[config.mk]
export PLATFORM = sky130hd
export DESIGN_NAME = seconds_bcd_calendar_converter
export DESIGN_NICKNAME = d
export VERILOG_FILES = /design/src/hdl/sbcd_pkg.sv /design/src/hdl/sbcd_split.sv /design/src/hdl/sbcd_join.sv /design/src/hdl/seconds_bcd_calendar_converter.sv
export SDC_FILE = /design/constraint.sdc
export NUM_CORES = 2
export LEC_CHECK = 0
export ABC_AREA = 1
export BUFFER_PORTS_ARGS = -buffer_cell sky130_fd_sc_hd__buf_2
export CAP_MARGIN = 10
export CORE_UTILIZATION = 40
export CTS_BUF_LIST = sky130_fd_sc_hd__clkbuf_8
export CTS_CLUSTER_DIAMETER = 30
export DETAILED_ROUTE_END_ITERATION = 10
export GPL_TIMING_DRIVEN = 0
export PLACE_DENSITY = 0.59
export SKIP_CTS_REPAIR_TIMING = 1
export SLEW_MARGIN = 10
export SYNTH_ARGS = -nofsm -noshare
export SYNTH_HDL_FRONTEND = slang
export SYNTH_SLANG_ARGS = --single-unit
[constraint.sdc]
create_clock -name clk -period 13.8 [get_ports clk]
set_input_delay 0.69 -clock clk [delete_from_list [all_inputs] [get_ports clk]]
set_output_delay 0.69 -clock clk [all_outputs]
set_load 0.01 [all_outputs]
[src/hdl/sbcd_pkg.sv]
package sbcd_pkg;

  localparam int unsigned LATENCY = 7;

  localparam logic [2:0] ADDR_BASE_YEAR = 3'd0;
  localparam logic [6:0] BASE_YEAR_RESET = 7'd70;

  localparam logic [16:0] SECS_PER_DAY = 17'd86400;
  localparam logic [11:0] SECS_PER_HOUR = 12'd3600;
  localparam logic [5:0] SECS_PER_MIN = 6'd60;
  localparam logic [8:0] DAYS_YEAR = 9'd365;
  localparam logic [10:0] DAYS_CYCLE = 11'd1461;

  localparam logic [25:0] RECIP_DAY = 26'd50903317;
  localparam logic [17:0] RECIP_HOUR = 18'd149131;
  localparam logic [16:0] RECIP_CYCLE = 17'd91868;
  localparam logic [12:0] RECIP_MIN = 13'd4370;

  typedef enum logic {
    CMD_TO_BCD = 1'b0,
    CMD_TO_SECONDS = 1'b1
  } cmd_t;

  function automatic logic [8:0] days_before(input logic [3:0] m);
    logic [8:0] d;
    case (m)
      4'd0: d = 9'd0;
      4'd1: d = 9'd31;
      4'd2: d = 9'd59;
      4'd3: d = 9'd90;
      4'd4: d = 9'd120;
      4'd5: d = 9'd151;
      4'd6: d = 9'd181;
      4'd7: d = 9'd212;
      4'd8: d = 9'd243;
      4'd9: d = 9'd273;
      4'd10: d = 9'd304;
      4'd11: d = 9'd334;
      default: d = 9'd0;
    endcase
    return d;
  endfunction

  function automatic logic [10:0] cycle_offset(input logic [1:0] r);
    logic [10:0] o;
    case (r)
      2'd0: o = 11'd0;
      2'd1: o = 11'd366;
      2'd2: o = 11'd731;
      default: o = 11'd1096;
    endcase
    return o;
  endfunction

  function automatic logic [7:0] to_bcd(input logic [6:0] v);
    logic [14:0] p;
    logic [3:0] tens;
    logic [6:0] ones;
    p = v * 8'd205;
    tens = p[14:11];
    ones = v - 7'(tens * 4'd10);
    return {tens, ones[3:0]};
  endfunction

  function automatic logic [7:0] from_bcd(input logic [7:0] b);
    return 8'({b[7:4], 3'b000}) + 8'({b[7:4], 1'b0}) + 8'(b[3:0]);
  endfunction

endpackage

[src/hdl/sbcd_split.sv]
module sbcd_split
  import sbcd_pkg::*;
(
  input  logic        clk,
  input  logic        en,
  input  logic [31:0] seconds_in,
  input  logic [6:0]  base_year,
  output logic [6:0]  bcd_second,
  output logic [6:0]  bcd_minute,
  output logic [5:0]  bcd_hour,
  output logic [5:0]  bcd_date,
  output logic [4:0]  bcd_month,
  output logic [7:0]  bcd_year,
  output logic        year_over
);

  logic [31:0] s1, s2;
  logic [50:0] p1;
  logic [6:0]  y01, y02, yb3, yb4, yb5;
  logic [15:0] day2;
  logic [16:0] hms3, hms4, dd3, dd4;
  logic [34:0] ph4;
  logic [33:0] pc4;
  logic [4:0]  hr5, hr6;
  logic [11:0] r5, r6;
  logic [5:0]  q5;
  logic [10:0] rem5;
  logic [24:0] pm6;
  logic [8:0]  doy6, y6;
  logic        leap6;

  logic [1:0]  c5;
  logic [10:0] cum5;
  logic [5:0]  mn7;
  logic [11:0] sc7;
  logic [3:0]  m7;
  logic [8:0]  mcum7, date7, ymod7;

  always_comb begin
    if (rem5 >= 11'd1096) begin
      c5 = 2'd3;
    end else if (rem5 >= 11'd731) begin
      c5 = 2'd2;
    end else if (rem5 >= 11'd366) begin
      c5 = 2'd1;
    end else begin
      c5 = 2'd0;
    end
    cum5 = cycle_offset(c5);
  end

  always_comb begin
    mn7 = pm6[23:18];
    sc7 = r6 - 12'(mn7 * SECS_PER_MIN);
    m7 = 4'd0;
    for (int i = 1; i < 12; i++) begin
      if (doy6 >= days_before(4'(i)) + 9'((leap6 && i >= 2) ? 1 : 0)) begin
        m7 = 4'(i);
      end
    end
    mcum7 = days_before(m7) + 9'((leap6 && m7 >= 4'd2) ? 1 : 0);
    date7 = doy6 - mcum7 + 9'd1;
    if (y6 >= 9'd200) begin
      ymod7 = y6 - 9'd200;
    end else if (y6 >= 9'd100) begin
      ymod7 = y6 - 9'd100;
    end else begin
      ymod7 = y6;
    end
  end

  always_ff @(posedge clk) begin
    if (en) begin
      s1 <= seconds_in;
      p1 <= seconds_in[31:7] * RECIP_DAY;
      y01 <= base_year;

      s2 <= s1;
      day2 <= p1[50:35];
      y02 <= y01;

      hms3 <= 17'(s2 - 32'(day2 * SECS_PER_DAY));
      dd3 <= 17'(day2) + 17'(cycle_offset(y02[1:0]));
      yb3 <= {y02[6:2], 2'b00};

      hms4 <= hms3;
      dd4 <= dd3;
      yb4 <= yb3;
      ph4 <= hms3 * RECIP_HOUR;
      pc4 <= dd3 * RECIP_CYCLE;

      hr5 <= ph4[33:29];
      r5 <= 12'(hms4 - 17'(ph4[33:29] * SECS_PER_HOUR));
      q5 <= pc4[32:27];
      rem5 <= 11'(dd4 - 17'(pc4[32:27] * DAYS_CYCLE));
      yb5 <= yb4;

      hr6 <= hr5;
      r6 <= r5;
      pm6 <= r5 * RECIP_MIN;
      doy6 <= 9'(rem5 - cum5);
      leap6 <= (c5 == 2'd0);
      y6 <= 9'(yb5) + 9'({q5, 2'b00}) + 9'(c5);

      bcd_second <= 7'(to_bcd(sc7[6:0]));
      bcd_minute <= 7'(to_bcd(7'(mn7)));
      bcd_hour <= 6'(to_bcd(7'(hr6)));
      bcd_date <= 6'(to_bcd(date7[6:0]));
      bcd_month <= 5'(to_bcd(7'(m7) + 7'd1));
      bcd_year <= to_bcd(ymod7[6:0]);
      year_over <= (y6 > 9'd99);
    end
  end

endmodule

[src/hdl/sbcd_join.sv]
module sbcd_join
  import sbcd_pkg::*;
(
  input  logic        clk,
  input  logic        en,
  input  logic [7:0]  bcd_second_in,
  input  logic [7:0]  bcd_minute_in,
  input  logic [7:0]  bcd_hour_in,
  input  logic [7:0]  bcd_date_in,
  input  logic [7:0]  bcd_month_in,
  input  logic [7:0]  bcd_year_in,
  input  logic [6:0]  base_year,
  output logic [31:0] seconds,
  output logic        flag
);

  localparam int unsigned TAIL = LATENCY - 3;

  logic [7:0]  sec1, min1, hr1, mday1, mon1, yr1, sec2, min2, hr2;
  logic [6:0]  y01;
  logic [17:0] days2;
  logic        ok2, ok3, bad2, bad3;
  logic [31:0] pd3;
  logic [19:0] ph3;
  logic [13:0] pm3;
  logic [7:0]  sec3;
  logic [31:0] tot [TAIL];
  logic        fl [TAIL];

  logic        after2;
  logic [7:0]  n2;
  logic [15:0] ydays2;
  logic [6:0]  lp2;
  logic        mon_ok1;
  logic [35:0] prod3;

  always_comb begin
    mon_ok1 = (mon1 >= 8'd1) && (mon1 <= 8'd12);
    after2 = (yr1 > 8'(y01));
    n2 = after2 ? yr1 - 8'(y01) : 8'd0;
    lp2 = after2 ? 7'(9'(yr1 + 8'd3) >> 2) - 7'(8'(y01 + 7'd3) >> 2) : 7'd0;
    ydays2 = 16'(n2 * DAYS_YEAR) + 16'(lp2);
    prod3 = $signed(days2) * $signed({1'b0, SECS_PER_DAY});
  end

  always_ff @(posedge clk) begin
    if (en) begin
      sec1 <= from_bcd(bcd_second_in);
      min1 <= from_bcd(bcd_minute_in);
      hr1 <= from_bcd(bcd_hour_in);
      mday1 <= from_bcd(bcd_date_in);
      mon1 <= from_bcd(bcd_month_in);
      yr1 <= from_bcd(bcd_year_in);
      y01 <= base_year;

      days2 <= 18'(ydays2) + 18'(days_before(mon1[3:0] - 4'd1))
             + 18'((yr1[1:0] == 2'd0 && mon1 > 8'd2) ? 1 : 0) + 18'(mday1) - 18'd1;
      ok2 <= mon_ok1;
      bad2 <= (yr1 > 8'd99);
      sec2 <= sec1;
      min2 <= min1;
      hr2 <= hr1;

      pd3 <= prod3[31:0];
      ph3 <= hr2 * SECS_PER_HOUR;
      pm3 <= min2 * SECS_PER_MIN;
      sec3 <= sec2;
      ok3 <= ok2;
      bad3 <= bad2;

      tot[0] <= ok3 ? pd3 + 32'(ph3) + 32'(pm3) + 32'(sec3) : 32'd0;
      fl[0] <= !ok3 || bad3;
      for (int i = 1; i < TAIL; i++) begin
        tot[i] <= tot[i-1];
        fl[i] <= fl[i-1];
      end
    end
  end

  assign seconds = tot[TAIL-1];
  assign flag = fl[TAIL-1];

endmodule

[src/hdl/seconds_bcd_calendar_converter.sv]
// Converts a seconds count since the start of base_year into BCD calendar bytes (command 0),
// or BCD calendar bytes back into a seconds count modulo 2^32 (command 1). The datapath is a
// seven stage pipeline: one request is taken every cycle while the output is not stalled.
// A stalled output freezes every stage, so in_ready follows out_ready whenever a result
// is waiting. base_year sits at byte address 0 of the APB port and resets to 70.
module seconds_bcd_calendar_converter
  import sbcd_pkg::*;
(
  input  logic        clk,
  input  logic        rst,
  input  logic        psel,
  input  logic        penable,
  input  logic        pwrite,
  input  logic [2:0]  paddr,
  input  logic [31:0] pwdata,
  output logic [31:0] prdata,
  output logic        pready,
  input  logic        in_valid,
  output logic        in_ready,
  input  logic        command,
  input  logic [31:0] seconds_in,
  input  logic [7:0]  bcd_second_in,
  input  logic [7:0]  bcd_minute_in,
  input  logic [7:0]  bcd_hour_in,
  input  logic [7:0]  bcd_date_in,
  input  logic [7:0]  bcd_month_in,
  input  logic [7:0]  bcd_year_in,
  output logic        out_valid,
  input  logic        out_ready,
  output logic [31:0] seconds_out,
  output logic [6:0]  bcd_second_out,
  output logic [6:0]  bcd_minute_out,
  output logic [5:0]  bcd_hour_out,
  output logic [5:0]  bcd_date_out,
  output logic [4:0]  bcd_month_out,
  output logic [7:0]  bcd_year_out,
  output logic        out_of_range
);

  logic [6:0] base_year;
  logic [LATENCY-1:0] vld;
  cmd_t cmd_pipe [LATENCY];
  logic en;

  logic [6:0] s_sec, s_min;
  logic [5:0] s_hr, s_date;
  logic [4:0] s_mon;
  logic [7:0] s_yr;
  logic s_over, j_flag;
  logic [31:0] j_sec;

  assign pready = 1'b1;
  assign prdata = (paddr == ADDR_BASE_YEAR) ? {25'd0, base_year} : 32'd0;

  always_ff @(posedge clk) begin
    if (rst) begin
      base_year <= BASE_YEAR_RESET;
    end else if (psel && penable && pwrite && paddr == ADDR_BASE_YEAR) begin
      base_year <= pwdata[6:0];
    end
  end

  assign out_valid = vld[LATENCY-1];
  assign en = out_ready || !out_valid;
  assign in_ready = en;

  always_ff @(posedge clk) begin
    if (rst) begin
      vld <= '0;
    end else if (en) begin
      vld <= {vld[LATENCY-2:0], in_valid};
    end
  end

  always_ff @(posedge clk) begin
    if (en) begin
      cmd_pipe[0] <= cmd_t'(command);
      for (int i = 1; i < LATENCY; i++) begin
        cmd_pipe[i] <= cmd_pipe[i-1];
      end
    end
  end

  sbcd_split u_split (
    .clk        (clk),
    .en         (en),
    .seconds_in (seconds_in),
    .base_year  (base_year),
    .bcd_second (s_sec),
    .bcd_minute (s_min),
    .bcd_hour   (s_hr),
    .bcd_date   (s_date),
    .bcd_month  (s_mon),
    .bcd_year   (s_yr),
    .year_over  (s_over)
  );

  sbcd_join u_join (
    .clk           (clk),
    .en            (en),
    .bcd_second_in (bcd_second_in),
    .bcd_minute_in (bcd_minute_in),
    .bcd_hour_in   (bcd_hour_in),
    .bcd_date_in   (bcd_date_in),
    .bcd_month_in  (bcd_month_in),
    .bcd_year_in   (bcd_year_in),
    .base_year     (base_year),
    .seconds       (j_sec),
    .flag          (j_flag)
  );

  always_comb begin
    if (cmd_pipe[LATENCY-1] == CMD_TO_SECONDS) begin
      seconds_out = j_sec;
      bcd_second_out = '0;
      bcd_minute_out = '0;
      bcd_hour_out = '0;
      bcd_date_out = '0;
      bcd_month_out = '0;
      bcd_year_out = '0;
      out_of_range = j_flag;
    end else begin
      seconds_out = '0;
      bcd_second_out = s_sec;
      bcd_minute_out = s_min;
      bcd_hour_out = s_hr;
      bcd_date_out = s_date;
      bcd_month_out = s_mon;
      bcd_year_out = s_yr;
      out_of_range = s_over;
    end
  end

endmodule

======== Yosys cells after proc, flatten, opt, wreduce, memory -nomap -nowiden ========
Memory sizes are Yosys's and may differ from the RTL's.
Cells that the tools add are included.
storage, ports and cells
  flip-flop bits (word level) ............. 549
  bits in writable memories ............... 139
  ROM bits ................................ 288
  bits of input ports ..................... 123
  output and inout port bits .............. 107
  logic and storage cells ................. 214
  memories kept ........................... 5
operators by class
  add/sub/neg operators ................... 55
  multipliers ............................. 24
  order comparisons ....................... 23
  equality and inequality tests ........... 4
  muxes and demuxes ....................... 37
  reductions and logical operators ........ 14
memories
  name             words  bits a word  rd ports  clocked after memory_dff  wr ports  RTL line                              text
  (no name shown)  16     9            1         0                         0         sbcd_pkg.sv:26                        case (m)
  (no name shown)  16     9            1         0                         0         sbcd_pkg.sv:26
  u_join.tot       4      32           4         0                         4         sbcd_join.sv:27                       logic [31:0] tot [TAIL];
  cmd_pipe         7      1            7         0                         7         seconds_bcd_calendar_converter.sv:42  cmd_t cmd_pipe [LATENCY];
  u_join.fl        4      1            4         0                         4         sbcd_join.sv:28                       logic fl [TAIL];
operators with widths
  cell                                                  number
  greater-or-equal comparator 9 bit                     10
  2-to-1 mux 32 bit                                     2
  multiplier 25 x 26 -> 51 bit (second input constant)  1
  adder 7 x 5 -> 8 bit                                  6
  adder 8 x 4 -> 8 bit                                  6
  multiplier 7 x 8 -> 15 bit (second input constant)    3
  2-to-1 mux 7 bit                                      6
  2-to-1 mux 4 bit                                      10
  adder 8 x 9 -> 9 bit (first input constant)           4
  multiplier 17 x 18 -> 34 bit (second input constant)  1
  one-hot mux 11 bit (3 select lines)                   1
  adder 32 x 14 -> 32 bit                               1
  adder 32 x 20 -> 32 bit                               1
  adder 32 x 8 -> 32 bit                                1
  multiplier 17 x 15 -> 31 bit (second input constant)  1
  adder 9 bit (first input constant)                    3
  one-hot mux 9 bit (3 select lines)                    1
  multiplier 5 x 8 -> 13 bit (second input constant)    2
  multiplier 18 x 11 -> 25 bit (second input constant)  1
  subtractor 4 bit                                      6
  multiplier 12 x 12 -> 23 bit (second input constant)  1
  adder 18 bit                                          1
  adder 18 x 8 -> 18 bit                                1
  adder 7 x 9 -> 9 bit (first input constant)           2
  other kinds (59)                                      85

======== Logic depth before layout (Yosys ltp) ========
  depth in word-level cells ............... 22
  depth in mapped cells ................... 56

======== Cells and area by module ========
A second synthesis with hierarchy kept.
unflattened totals
  cells, all modules ...................... 5854
  area total of the unflattened synthesis .. 60614.4 um2
modules (own cells, without submodules)
  module                          instances  cells an instance  area each (um2)  seq. area each (um2)
  sbcd_split                      1          3746               38445.6          8227.9
  sbcd_join                       1          1830               20532.2          8828.5
  seconds_bcd_calendar_converter  1          278                1636.6           490.5

======== Worst setup path after synthesis ========
Ideal clock, no wire load.
  kind .................................... in2reg
  from .................................... in out_ready
  to ...................................... mem cmd_pipe[0] in the netlist's numbering (enable)
  library setup time ...................... 0.922 ns
  arrival time ............................ 11.873 ns
  data required time ...................... 12.878 ns
  setup slack ............................. 1.005 ns
  stages .................................. 2
  cell sequence ........................... nor2_1 inv_1
RTL lines
  what                RTL line                              text
  start: declaration  seconds_bcd_calendar_converter.sv:29  input logic out_ready,
  end: declaration    seconds_bcd_calendar_converter.sv:42

======== Worst setup path in the final report ========
  from .................................... reg u_split.leap6
  to ...................................... reg u_split.bcd_date[3], data pin
between the ends
  word-level cells in the longest chain between the ends .. 22
  elaborated cells on any way between the ends .. 41
  classes of those cells .................. add/sub: 14; mul: 2; order compare: 11; mux: 12; reduce/logical: 1; memory: 1
ends and longest elaborated chain
  what                                        RTL line           text
  start: declaration                          sbcd_split.sv:30   logic leap6;
  start signal: assignment                    sbcd_split.sv:102  leap6 <= (c5 == 2'd0);
  2-to-1 mux 1 bit                            sbcd_split.sv:57   if (doy6 >= days_before(4'(i)) + 9'((leap6 && i >= 2) ? 1 : 0)) begin
  adder 6 x 9 -> 9 bit                        sbcd_split.sv:57
  greater-or-equal comparator 9 bit           sbcd_split.sv:57
  2-to-1 mux 4 bit (10 in series)             sbcd_split.sv:57
  greater-or-equal comparator 4 x 2 -> 1 bit  sbcd_split.sv:61   mcum7 = days_before(m7) + 9'((leap6 && m7 >= 4'd2) ? 1 : 0);
  logical AND 1 bit                           sbcd_split.sv:61
  2-to-1 mux 1 bit                            sbcd_split.sv:61
  adder 7 bit (*)                             sbcd_split.sv:61
  subtractor 7 bit (*)                        sbcd_split.sv:62   date7 = doy6 - mcum7 + 9'd1;
  adder 7 x 1 -> 7 bit (*)                    sbcd_split.sv:62
  multiplier 7 x 8 -> 15 bit                  sbcd_pkg.sv:59     p = v * 8'd205;
  multiplier 4 x 3 -> 3 bit                   sbcd_pkg.sv:61     ones = v - 7'(tens * 4'd10);
  subtractor 4 bit (*)                        sbcd_pkg.sv:61
  end signal: assignment                      sbcd_split.sv:108  bcd_date <= 6'(to_bcd(date7[6:0]));
  end: declaration                            sbcd_split.sv:11   output logic [5:0] bcd_date,
Every way passes the cells marked *; elsewhere a longest branch is shown, timed or not.
A chain may end at the register's enable or synchronous reset.

==> impl_metrics.csv <==
group,metric,value,unit
outcome,status,"completed",
floorplan,initial_core_util,40.27,%
grt,grt_max_degree,124,
job,cap_viol_max_count,0,
synthesis,synthTopCellsByArea,"edfxtp_1, ha_1, fa_1",
clock_network,clk_pin_slew_worst_paths,0.06,ns
clock_network,worstSkewPairLatency,0.89,ns
timing,slew_headroom,28.58,%
floorplan,die_area,152300,µm²
grt,track_usage,15.86,%
final_layout,drive_gt1_share,7.409,%
grt,busiest_layer,"met2",
clock_network,htreeDepth,4,
grt,grt_pass1_vias,41260,
synthesis,synth_largest_area_cell,"edfxtp_1",
placement,gp_congestion,0.9015,
timing,rsz0062_at_grt,"false",
timing,setup_viol,0,
grt,grt_util_met1,20.68,%
synthesis,ys_warn_count,0,
clock_network,cts_root_buffer,"clkbuf_8",
worst_setup_path,critPathArrivalTime,9.76,ns
synthesis,synth-seq-cells,582,
floorplan,rows,142,
worst_setup_path,critical_path.max_stage_delay,0.53,ns
worst_setup_path,crit_fanout,8,
grt,met3_usage,2.683,%
clock_network,clock_sinks,582,
synthesis,synth-edff-count,568,
clock_network,clk_path_buf_depth,3,
floorplan,die_h,390.3,µm
synthesis,ys.flop_type,"edfxtp_1",
detailed_routing,route.detailed.drc,0,
synthesis,ys_types,64,
grt,antenna_found_initial,2,
timing,setup_slack,4.653,ns
synthesis,synth_cells,5861,
worst_setup_path,critPathKind,"flip-flop to flip-flop",
floorplan,io_pins,230,
synthesis,synth_top_area_share,28.28,%
timing,fin_skew,0.09811,ns
detailed_routing,viasPerCell,4.707,
worst_setup_path,required,14.41,ns
timing,hold_violations,0,
timing,drv_slew,0,
clock_network,cts_tree,"done",
worst_setup_path,worst_path_max_delay_cell,"fa_1",
floorplan,fp.coreArea,149800,µm²
grt,grt_overflow_total,0,
detailed_routing,post_drt_wl_per_cell,13.98,µm
timing,fin_setup_tns,0,ns
worst_setup_path,path_common_cell,"inv_1",
synthesis,avgSynthCellArea,10.29,µm²
final_layout,syn2layout_area_growth,11.59,%
detailed_routing,drt_iter0_drc,1540,
detailed_routing,drtPass1Iterations,5,
timing,tightest_slew,1.071,ns
final_layout,n_fill_cell,14310,
final_layout,layout.nets,8158,
placement,dpl.hpwl,96720,µm
synthesis,ys_seq_area_share,28.75,%
timing,fmax,109.3,MHz
timing,period_share,66.28,%
grt,grt.met2_usage,26.95,%
worst_setup_path,end_kind,"flip-flop",
timing,fin_crit,9.147,ns
clock_network,cts_made_buffers,148,
placement,io_buffers,178,
detailed_routing,dr_total_vias,39430,
hold_path,hp-class,"primary input to flip-flop",
synthesis,async_reset_ff_share,0,%
worst_setup_path,critPathLaunchType,"flip-flop",
detailed_routing,wirelength,117100,µm
synthesis,synth_area,60310,µm²
detailed_routing,antenna_left,0,
placement,place_ws,4.654,ns
floorplan,chipWidth,390.3,µm
grt,grt_pass1_wl,197300,µm
-- worst paths after layout --
| kind | startpoint | endpoint | slack, ns | depth (start not counted) |
|---|---|---|---|---|
| max | u_split.leap6 | u_split.bcd_date[3] | 4.65 | 51 |
| min reg2reg | u_join.min1[6] | u_join.min2[6] | 0.40 | 0 |
| min | in_valid | vld[0] | 0.06 | 3 |
| max reg2reg | u_split.leap6 | u_split.bcd_date[3] | 4.65 | 51 |
-- sequential cells by signal, summed over array words and instances (netlist names), 11 cells and up --
register,count
u_split.dd3,17
u_split.rem5,11
u_split.r5,12
u_split.day2,16
u_split.hms3,17
u_join.ph3,16
u_split.hms4,11
u_split.dd4,11
u_join.days2,18
u_split.s1,15
u_join.pm3,12
u_split.p1,18
u_split.s2,17
u_join.tot,128
u_join.pd3,25
-- cells in the mapped netlist (all sizes together) (4+ instances only) --
cell type and count:
or2 15, a21oi 355, o21ai 181, o221ai 4, xnor2 86, nor4 15, and2 4, nor2 312
a211oi 4, o31ai 8, inv 1357, o2111ai 8, o21a 30, nand3 121, xor2 189, edfxtp 568
a31oi 27, a21o 24, clkbuf 11, fa 548, nand2 543, a21boi 9, o211ai 8, nand3b 5
nor3 46, buf 27, a221oi 5, ha 1248, nor3b 5, nand4 46, dfxtp 14, o21bai 15
-- layer usage --
metal	up-vias	part of all wire, %	routed length, µm
met3	174	3.5	4089
met2	598	47	55310
met1	18640	47	55080
met4	0	2.2	2607
met5	-	0	0
li1	20010	-	-
-- worst max-delay path: cells and delay by family (launching register included) --
| kind | cells | cell delay (ns) |
|---|---|---|
| adders and majority gates | 12 | 4.24 |
| buffers and inverters | 16 | 1.55 |
| and+or+nand+nor | 15 | 1.15 |
| xor gates and xnor gates | 4 | 0.78 |
| AOI/OAI and AO/OA | 4 | 0.71 |
| DFF | 1 | 0.45 |
-- stage by stage --
step	instances	utilization (%)	hold slack, ns	cell area [µm²]
finish	8376	44.94	0.06127	67300
global route	8376	44.94	0.009514	67300
CTS	8355	44.81	-0.1437	67120
detailed placement	8087	42.71	0.4045	63970
global placement	8082	42.61	0.4003	63830
floorplan	5888	-	0.4003	60410
-- layout by cell type, fill, tap and decap left out, types with 120 or more instances in the layout --
cell type  instances
nand3_1          120
edfxtp_1         568
nor2_1           312
o21ai_0          174
xor2_1           188
a21oi_1          353
clkbuf_8         148
ha_1            1248
inv_1           1374
fa_1             548
buf_2            178
nand2_1          530
-- layout make-up --
class / count / area [µm²] / share of cell area, %
Antenna cell: 3 / 7.507 / 0.01115
Clock inverter: 120 / 1109 / 1.647
Timing Repair Buffer: 201 / 1209 / 1.796
Clock buffer: 148 / 2037 / 3.026
Multi-Input combinational cell: 3910 / 37730 / 56.06
Tap cell: 2016 / 2522 / 3.748
Sequential cell: 582 / 17340 / 25.76
Inverter: 1358 / 5105 / 7.585
Buffer: 38 / 247.7 / 0.3681
-- kinds of logic (layout without fill, tap and decap cells) --
family	after synthesis	in the layout	share of synthesized area [%]
compound gates	692	692	6.423
xor+xnor	275	275	4.006
fa+ha+maj	1796	1796	44.08
buf+inv	1396	1865	8.863
flops	582	582	28.75
mux	1	1	0.01867
other cells	2	32	0.01245
simple gates	1117	1117	7.852
Power is left out: the tool's default activity adds up to more than one toggle a clock period on the data nets, which glitch-free logic cannot reach.
